<file path="src/hw/rtl/assert_macros.svh">
// Assertion macros shared by the RTL modules.
`ifndef ASSERT_MACROS_SVH
`define ASSERT_MACROS_SVH

// Checked on every rising edge of clk, off while rst is high.
`define WWSS_ASSERT(label, prop, msg) \
  label: assert property (@(posedge clk) disable iff (rst) prop) else $error(msg);

// Checked on every rising edge of clk, reset included.
`define WWSS_ASSERT_ALWAYS(label, prop, msg) \
  label: assert property (@(posedge clk) prop) else $error(msg);

`endif

</file>
<file path="src/hw/rtl/wwss_pkg.sv">
// Shared constants, types and helper functions of the substring search block.
package wwss_pkg;

  localparam int PATTERN_MAX = 64;
  localparam int TEXT_MAX    = 4096;
  localparam int PAT_AW      = $clog2(PATTERN_MAX);
  localparam int PLEN_W      = $clog2(PATTERN_MAX + 1);
  localparam int TXT_AW      = $clog2(TEXT_MAX);
  localparam int TLEN_W      = $clog2(TEXT_MAX + 1);
  localparam int POS_W       = 12;

  typedef logic [1:0] rd_sel_t;
  localparam rd_sel_t RD_CMP  = 2'd0;
  localparam rd_sel_t RD_LB   = 2'd1;
  localparam rd_sel_t RD_RB   = 2'd2;
  localparam rd_sel_t RD_NEXT = 2'd3;

  typedef logic [1:0] status_code_t;
  localparam status_code_t ST_OK    = 2'd0;
  localparam status_code_t ST_LEN   = 2'd1;
  localparam status_code_t ST_PFLOW = 2'd2;
  localparam status_code_t ST_TFLOW = 2'd3;

  typedef struct packed {
    logic         take;
    logic         rd_en;
    rd_sel_t      rd_sel;
    logic         k_clr;
    logic         j_clr;
    logic         j_inc;
    logic         skip_rd;
    logic         k_add;
    logic         finish;
    logic         hit;
    status_code_t code;
  } cmd_t;

  typedef struct packed {
    logic pflow;
    logic tflow;
    logic bad_len;
    logic fits;
    logic bytes_eq;
    logic j_last;
    logic k_zero;
    logic right_in;
    logic sep;
    logic whole_word;
  } stat_t;

  // Word characters are digits, letters, underscore and every byte from 128 up.
  function automatic logic is_sep(input logic [7:0] c);
    logic word;
    word = c[7]
        || (c >= 8'h30 && c <= 8'h39)
        || (c >= 8'h41 && c <= 8'h5A)
        || (c >= 8'h61 && c <= 8'h7A)
        || (c == 8'h5F);
    return !word;
  endfunction

endpackage

</file>
<file path="src/hw/rtl/wwss_ctrl.sv">
// Controller: accepts items and sequences the quick search over the stored text.
`include "assert_macros.svh"

module wwss_ctrl (
  input  logic            clk,
  input  logic            rst,
  input  logic            start,
  input  logic            func,
  input  logic            last,
  input  wwss_pkg::stat_t stat,
  output wwss_pkg::cmd_t  cmd,
  output logic            busy
);

  localparam logic [3:0] S_IDLE = 4'd0;
  localparam logic [3:0] S_EVAL = 4'd1;
  localparam logic [3:0] S_CRD  = 4'd2;
  localparam logic [3:0] S_CCHK = 4'd3;
  localparam logic [3:0] S_LRD  = 4'd4;
  localparam logic [3:0] S_LCHK = 4'd5;
  localparam logic [3:0] S_RRD  = 4'd6;
  localparam logic [3:0] S_RCHK = 4'd7;
  localparam logic [3:0] S_ADV  = 4'd8;
  localparam logic [3:0] S_SK1  = 4'd9;
  localparam logic [3:0] S_SK2  = 4'd10;
  localparam logic [3:0] S_WIN  = 4'd11;

  logic [3:0] state;
  logic [3:0] state_next;

  assign busy = state != S_IDLE;

  always_comb begin
    state_next = state;
    cmd        = '0;
    cmd.rd_sel = wwss_pkg::RD_CMP;
    cmd.code   = wwss_pkg::ST_OK;
    case (state)
      S_IDLE: begin
        cmd.take = start;
        if (start && func && last) begin
          state_next = S_EVAL;
        end
      end
      S_EVAL: begin
        if (stat.pflow) begin
          cmd.finish = 1'b1;
          cmd.code   = wwss_pkg::ST_PFLOW;
          state_next = S_IDLE;
        end else if (stat.tflow) begin
          cmd.finish = 1'b1;
          cmd.code   = wwss_pkg::ST_TFLOW;
          state_next = S_IDLE;
        end else if (stat.bad_len) begin
          cmd.finish = 1'b1;
          cmd.code   = wwss_pkg::ST_LEN;
          state_next = S_IDLE;
        end else begin
          cmd.k_clr  = 1'b1;
          cmd.j_clr  = 1'b1;
          state_next = S_CRD;
        end
      end
      S_CRD: begin
        cmd.rd_en  = 1'b1;
        state_next = S_CCHK;
      end
      S_CCHK: begin
        if (!stat.bytes_eq) begin
          state_next = S_ADV;
        end else if (!stat.j_last) begin
          cmd.j_inc  = 1'b1;
          state_next = S_CRD;
        end else if (stat.whole_word) begin
          state_next = S_LRD;
        end else begin
          cmd.finish = 1'b1;
          cmd.hit    = 1'b1;
          state_next = S_IDLE;
        end
      end
      S_LRD: begin
        if (stat.k_zero) begin
          state_next = S_RRD;
        end else begin
          cmd.rd_en  = 1'b1;
          cmd.rd_sel = wwss_pkg::RD_LB;
          state_next = S_LCHK;
        end
      end
      S_LCHK: begin
        state_next = stat.sep ? S_RRD : S_ADV;
      end
      S_RRD: begin
        if (stat.right_in) begin
          cmd.rd_en  = 1'b1;
          cmd.rd_sel = wwss_pkg::RD_RB;
          state_next = S_RCHK;
        end else begin
          cmd.finish = 1'b1;
          cmd.hit    = 1'b1;
          state_next = S_IDLE;
        end
      end
      S_RCHK: begin
        if (stat.sep) begin
          cmd.finish = 1'b1;
          cmd.hit    = 1'b1;
          state_next = S_IDLE;
        end else begin
          state_next = S_ADV;
        end
      end
      S_ADV: begin
        // No byte after the window means the text is exhausted.
        if (stat.right_in) begin
          cmd.rd_en  = 1'b1;
          cmd.rd_sel = wwss_pkg::RD_NEXT;
          state_next = S_SK1;
        end else begin
          cmd.finish = 1'b1;
          state_next = S_IDLE;
        end
      end
      S_SK1: begin
        cmd.skip_rd = 1'b1;
        state_next  = S_SK2;
      end
      S_SK2: begin
        cmd.k_add  = 1'b1;
        cmd.j_clr  = 1'b1;
        state_next = S_WIN;
      end
      S_WIN: begin
        if (stat.fits) begin
          state_next = S_CRD;
        end else begin
          cmd.finish = 1'b1;
          state_next = S_IDLE;
        end
      end
      default: begin
        state_next = S_IDLE;
      end
    endcase
  end

  always_ff @(posedge clk) begin
    if (rst) begin
      state <= S_IDLE;
    end else begin
      state <= state_next;
    end
  end

  `WWSS_ASSERT(a_search_starts, start && !busy && func && last |=> busy, "text end did not start a search")
  `WWSS_ASSERT(a_finish_idle, cmd.finish |=> state == S_IDLE, "finish did not return to idle")
  `WWSS_ASSERT(a_eval_cause, state == S_EVAL |-> $past(start && func && last), "search entered without a text end")

endmodule

</file>
<file path="config.mk">
export PLATFORM = sky130hd
export DESIGN_NAME = wwss_ctrl
export DESIGN_NICKNAME = d
export VERILOG_FILES = /design/src/hw/rtl/wwss_pkg.sv /design/src/hw/rtl/wwss_ctrl.sv
export VERILOG_INCLUDE_DIRS = /design/src /design/src/hw/rtl
export SDC_FILE = /design/constraint.sdc
export NUM_CORES = 1
export LEC_CHECK = 0
export ABC_CLOCK_PERIOD_IN_PS = 1300
export BUFFER_PORTS_ARGS = -buffer_cell sky130_fd_sc_hd__buf_2
export CORE_MARGIN = 1.5
export CORE_UTILIZATION = 43
export DETAILED_ROUTE_END_ITERATION = 8
export PLACE_DENSITY = 0.77
export SETUP_SLACK_MARGIN = 0.3
export SLEW_MARGIN = 30
export SYNTH_ARGS = -nofsm -noshare
export SYNTH_HDL_FRONTEND = slang
export SYNTH_SLANG_ARGS = --single-unit
</file>
<file path="constraint.sdc">
create_clock -name clk -period 1.3 [get_ports clk]
set_input_delay 0.195 -clock clk [delete_from_list [all_inputs] [get_ports clk]]
set_output_delay 0.195 -clock clk [all_outputs]
set_load 0.02 [all_outputs]
</file>
==> results of run 1 <==
[cells in the mapped netlist]
| library cell | count |
|---|---|
| o31ai_1 | 2 |
| nor4_2 | 1 |
| and2_1 | 1 |
| a2bb2oi_1 | 1 |
| nand2_1 | 7 |
| nor2b_1 | 3 |
| nor2_2 | 1 |
| nor3_1 | 6 |
| nor2_1 | 11 |
| o21ai_0 | 3 |
| nand3_1 | 1 |
| and2b_2 | 1 |
| inv_1 | 4 |
| o32a_2 | 1 |
| o21ai_1 | 1 |
| nand3b_1 | 2 |
| o31a_1 | 1 |
| and3_1 | 3 |
| a311oi_1 | 1 |
| buf_6 | 3 |
| nor2b_2 | 1 |
| a21oi_1 | 5 |
| nand2b_1 | 1 |
| a31oi_1 | 1 |
| a22oi_1 | 2 |
| o22ai_1 | 3 |
| dfxtp_1 | 4 |
| o311ai_1 | 1 |
| or2b_1 | 1 |
| or2b_4 | 1 |
| nor3_2 | 1 |
| buf_4 | 2 |
| nand2b_2 | 2 |
| o32a_1 | 1 |
| o21ai_2 | 1 |
[metrics by stage]
stage	area, um2	cells	worst slack [ns]
2_1_floorplan	697	81	-0.0518
3_3_place_gp	983	141	-0.107
3_5_place_dp	983	141	-0.139
[cell families after synthesis]
family	synth area share, %
compound gates	29.5
simple gates	44.7
flops	14.3
buf+inv	11.4
==> impl_results.md, run 1 <==
* Flops & latches, synth at 4
* Synthesis Warnings at 0
* Top cells by area, synth: dfxtp_1 (14%), nor2_1 (7.4%), buf_6 (6.0%), nor3_1 (5.4%), nand2_1 (4.7%)
* Syn_nets at 96
* Longest Clk Path Bufs at 2
* Postcts setup bufs at 5
* Starting Density at roughly 48%
* H-tree lvl count at 1
* Status: aborted with a tool error
* Cts bufs inserted at 3
* Mapped Area at about 560 um2
* First error: [ERROR DPL-0038] Utilization greater than 100%, impossible to legalize
* Netlist cell types at 35
* Fail Step: 4_1_cts
* Synth top area share at between 10 and 15%
* Post-synthesis sequential area ratio at between 10 and 15%
* DP HPWL at ~1700 um
* Row cnt at 12
* DIE HEIGHT at approximately 40 um
* Post_cts resized at 60
* Die width at ~40 um
* Root buffer cell: clkbuf_4
* Clk sinks at 4
* Post-Synthesis Cells at 81
* Top cell type by total area after synthesis: dfxtp_1
* Gp weighted congestion at about 0.86
* I/O pins at 29
* # port buffers at 28
* # hold bufs at CTS at 0
* Mean Syn Cell Area at between 6 and 7 um2
==> run 2: changes to the inputs <==
--- a/config.mk
+++ b/config.mk
@@ -8,11 +8,10 @@
 export LEC_CHECK = 0
 export ABC_CLOCK_PERIOD_IN_PS = 1300
 export BUFFER_PORTS_ARGS = -buffer_cell sky130_fd_sc_hd__buf_2
-export CORE_MARGIN = 1.5
-export CORE_UTILIZATION = 43
+export CORE_AREA = 2 2 63 65
 export DETAILED_ROUTE_END_ITERATION = 8
-export PLACE_DENSITY = 0.77
-export SETUP_SLACK_MARGIN = 0.3
+export DIE_AREA = 0 0 65 67
+export PLACE_DENSITY_LB_ADDON = 0.15
 export SLEW_MARGIN = 30
 export SYNTH_ARGS = -nofsm -noshare
 export SYNTH_HDL_FRONTEND = slang
==> run 2 against run 1 <==
- the flow now finishes, with violations (negative setup slack)
- synthesized area is the same
- synthesized cell count is the same
==> impl_results.md, run 2 <==
* Row cnt at 22
* Worst slew pin tran at roughly 0.39 ns
* Final Cycle Share at 120%
* Startpoint types: register
* Root buffer cell: clkbuf_8
* Synth top area share at between 10 and 15%
* Netlist cell types at 35
* Crit path cell chain: or2b_4 -> nor3_4 -> a21oi_2 -> o311ai_2 -> buf_4
* Worst hold stages at 3
* Post-synthesis mux area share at 0%
* Crit path max fanout at 8
* H-tree lvl count at 1
* RR Endpoint: state[1]
* # diodes at 0
* Post-synthesis sequential area ratio at between 10% and 20%
* Worst endpoint required time at 1.11 ns
* Count of final hold-check violations at 0
* Dpl ws at -0.186 ns
* Top cell type by total area after synthesis: dfxtp_1
* Clock Skews at about 0.0007 ns
* Final net count at 154
* Vias in the first global route at slightly below 800
* R2r setup slk at -0.02 ns
* CP bufs+invs at 1
* Max reg flops at 4
* Post-route ant nets at 0
* Worst R2R Path Depth at 6
* XOR/XNOR share of the synthesized area at 0%
* Ys flop type: dfxtp_1
* Fraction of layout instances using a drive strength above 1 at 71.5%
* Synthesis Warnings at 0
* Top cells by area, synth: dfxtp_1 (14%), nor2_1 (7.4%), buf_6 (6.0%), nor3_1 (5.4%), nand2_1 (4.7%)
* Adder-Cell Fraction of Synth Area at 0%
* Worst rel slew slack at roughly three quarters
* VDD IR-drop max at between 0.15 and 0.2 mV
* WP data arrival at ~1.4 ns
* Routed vias/inst at 4.27
* Wirelength per Cell at ~12 um
* Clk sinks at 4
* Crit. End Element: output port
* Crit path time final at approximately 1.6 ns
* CP peak stage delay at about 0.40 ns
* DP HPWL at roughly 1700 um
* Int Pwr at 390 uW
* CORE AREA at 3610 um2
* P_sw at between 100 and 150 uW
* DR iter-0 viols at 13
* Most common cell in the synthesized netlist: nor2_1
* DP Area at 926 um2
* Syn_nets at 96
* Post-synth EDFFs at 0
* Largest net degree at the start of global routing at 13
* Starting Density at between 10% and 20%
* I/O pins at 29
* Mapped Area at approximately 560 um2
* R2R Path Start: state[1]
* Hold Path Sink: state[2]
* Compound-Gate Fraction of Synth Area at a little under 30%
* Top post-synthesis cells by count: nor2_1 (11), nand2_1 (7), nor3_1 (6)
* Max-slew violations at 0
* Pwr/cell area at roughly 430 nW/um2
* Residual DRC at 0
* Sw frac at 25.8%
* Critical path type: reg -> out
* Gp weighted congestion at 0.736
* Clk_lat worst skew at 0.22 ns
* Largest registers: state (4)
* First-pass GRT wire length at approximately 3400 um
* Max Clk Rate at approximately 0.64 GHz
* P_leak at around 0.00054 uW
* GR Overflow Total at 0
* Seq. cell area at between 80 and 90 um2
* Clock power frac at approximately half
* Status: complete, but fails checks
* Cts bufs inserted at 3
* Layout area overhead at 117%
* Final Setup Violations at 15
* Fill count at 391
* Via count at just under 800
* Failing checks: negative setup slack
* Area of the die at around 4400 um2
* TritonCTS clock tree: done
* Max-cap violations at 0
* Die width at approximately 65 um
* Mean Syn Cell Area at about 6.9 um2
* Min-delay src: stat[0]
* Commonest cells after routing, fill and taps aside: buf_4 (29), buf_2 (15), buf_6 (12)
* Async SR Flop Fraction at 0%
* Most common cell after layout, fill and taps aside: buf_4
* Main combinational cell family by area after synthesis: simple AND/OR/NAND/NOR gates
* Final WS setup at -0.264 ns
* Flops & latches, synth at 4
* Final setup TNS at -2.34 ns
* Routed WL at around 2200 um
* CTS clk-pin slew, worst paths at 0.03 ns
* Largest Register: state
* RSZ-0062 raised after global routing: true
* Tot Pwr at around 530 uW
* Top cell family by delay on the critical path: flip-flops
* DIE HEIGHT at about 67 um
* Initial antenna violation count at 0
* Simple-gate share of the synthesized area at about 45%
* Longest Clk Path Bufs at 2
* Slowest-stage cell, CP: dfxtp_4
* HP Class: in -> reg
* Area of the multi-input gates at around 540 um2
* 1st-pass router iterations at 5
* Post-Synthesis Cells at 81
* Post-route cell area at 1210 um2
* Tot GR Track Use at approximately a tenth
* # port buffers at 28
* Logic pwr share at a little over a quarter
* Sequential share of power at a little under a quarter
==> run 2: cell counts after synthesis <==
Identical to the previous run, type by type.
==> run 2: worst register-to-register path: stages, from the launching register on <==
cell     delay, ns
dfxtp_2       0.32
buf_12        0.14
and2b_2       0.26
nand3_2       0.11
buf_6         0.14
o31a_1        0.09
a31oi_1       0.16
==> run 2: worst max-delay path by stage <==
| stage | from | endpoint | slack, ns | cells after the start |
|---|---|---|---|---|
| finish | state[3] | cmd[3] | -0.26 | 5 |
| global route | state[2] | cmd[3] | -0.33 | 5 |
| CTS | state[2] | cmd[3] | -0.26 | 5 |
| detailed placement | state[3] | cmd[3] | -0.19 | 5 |
| global placement | state[3] | cmd[3] | -0.15 | 5 |
| floorplan | state[3] | cmd[9] | -0.06 | 5 |
==> run 2: logic make-up after synthesis <==
family / count (synthesis)
buffers and inverters: 9
flip-flops: 4
AO/OA/AOI/OAI: 24
AND/OR/NAND/NOR: 44
==> run 2: timing repair <==
| action | in CTS | in global routing |
|---|---|---|
| gates resized for setup | 43 | 12 |
| pin swaps | 6 | 3 |
| hold buffers | 0 | 0 |
| setup buffers | 4 | 3 |
| endpoints found under the setup margin | 18 | 18 |
| endpoints found under the hold margin | 0 | 0 |
==> run 2: layout make-up <==
class                      count  area share (%)
sequential                     4            7.22
tap                           48            4.95
multi-input combinational     68            44.6
inverter                       4            1.24
clock buffer                   3            3.40
timing repair buffer          58            38.6
==> run 2: stage by stage <==
| stage | std cells | hold slack, ns | utilization, % |
|---|---|---|---|
| after floorplan | 81 | 0.358 | - |
| after global placement | 175 | 0.518 | 25.7 |
| after detailed placement | 175 | 0.492 | 25.7 |
| after CTS | 182 | 0.267 | 31.9 |
| after global routing | 185 | 0.279 | 33.7 |
| final | 185 | 0.261 | 33.7 |
==> run 2: power by group through the flow <==
stage               clock network, uW  logic, uW  registers [uW]
floorplan                           0       49.8             128
global placement                    0        115             129
detailed placement                  0        115             129
CTS                               271        134             126
global route                      278        151             126
finish                            261        139             126
==> run 2: metal layers <==
metal / track usage (%) / wire, um
met2: 18.4 / 1100
met4: 4.79 / 14
met5: 0 / 0
met3: 1.01 / 105
met1: 12.2 / 969
Power figures use the tool's default switching activity.
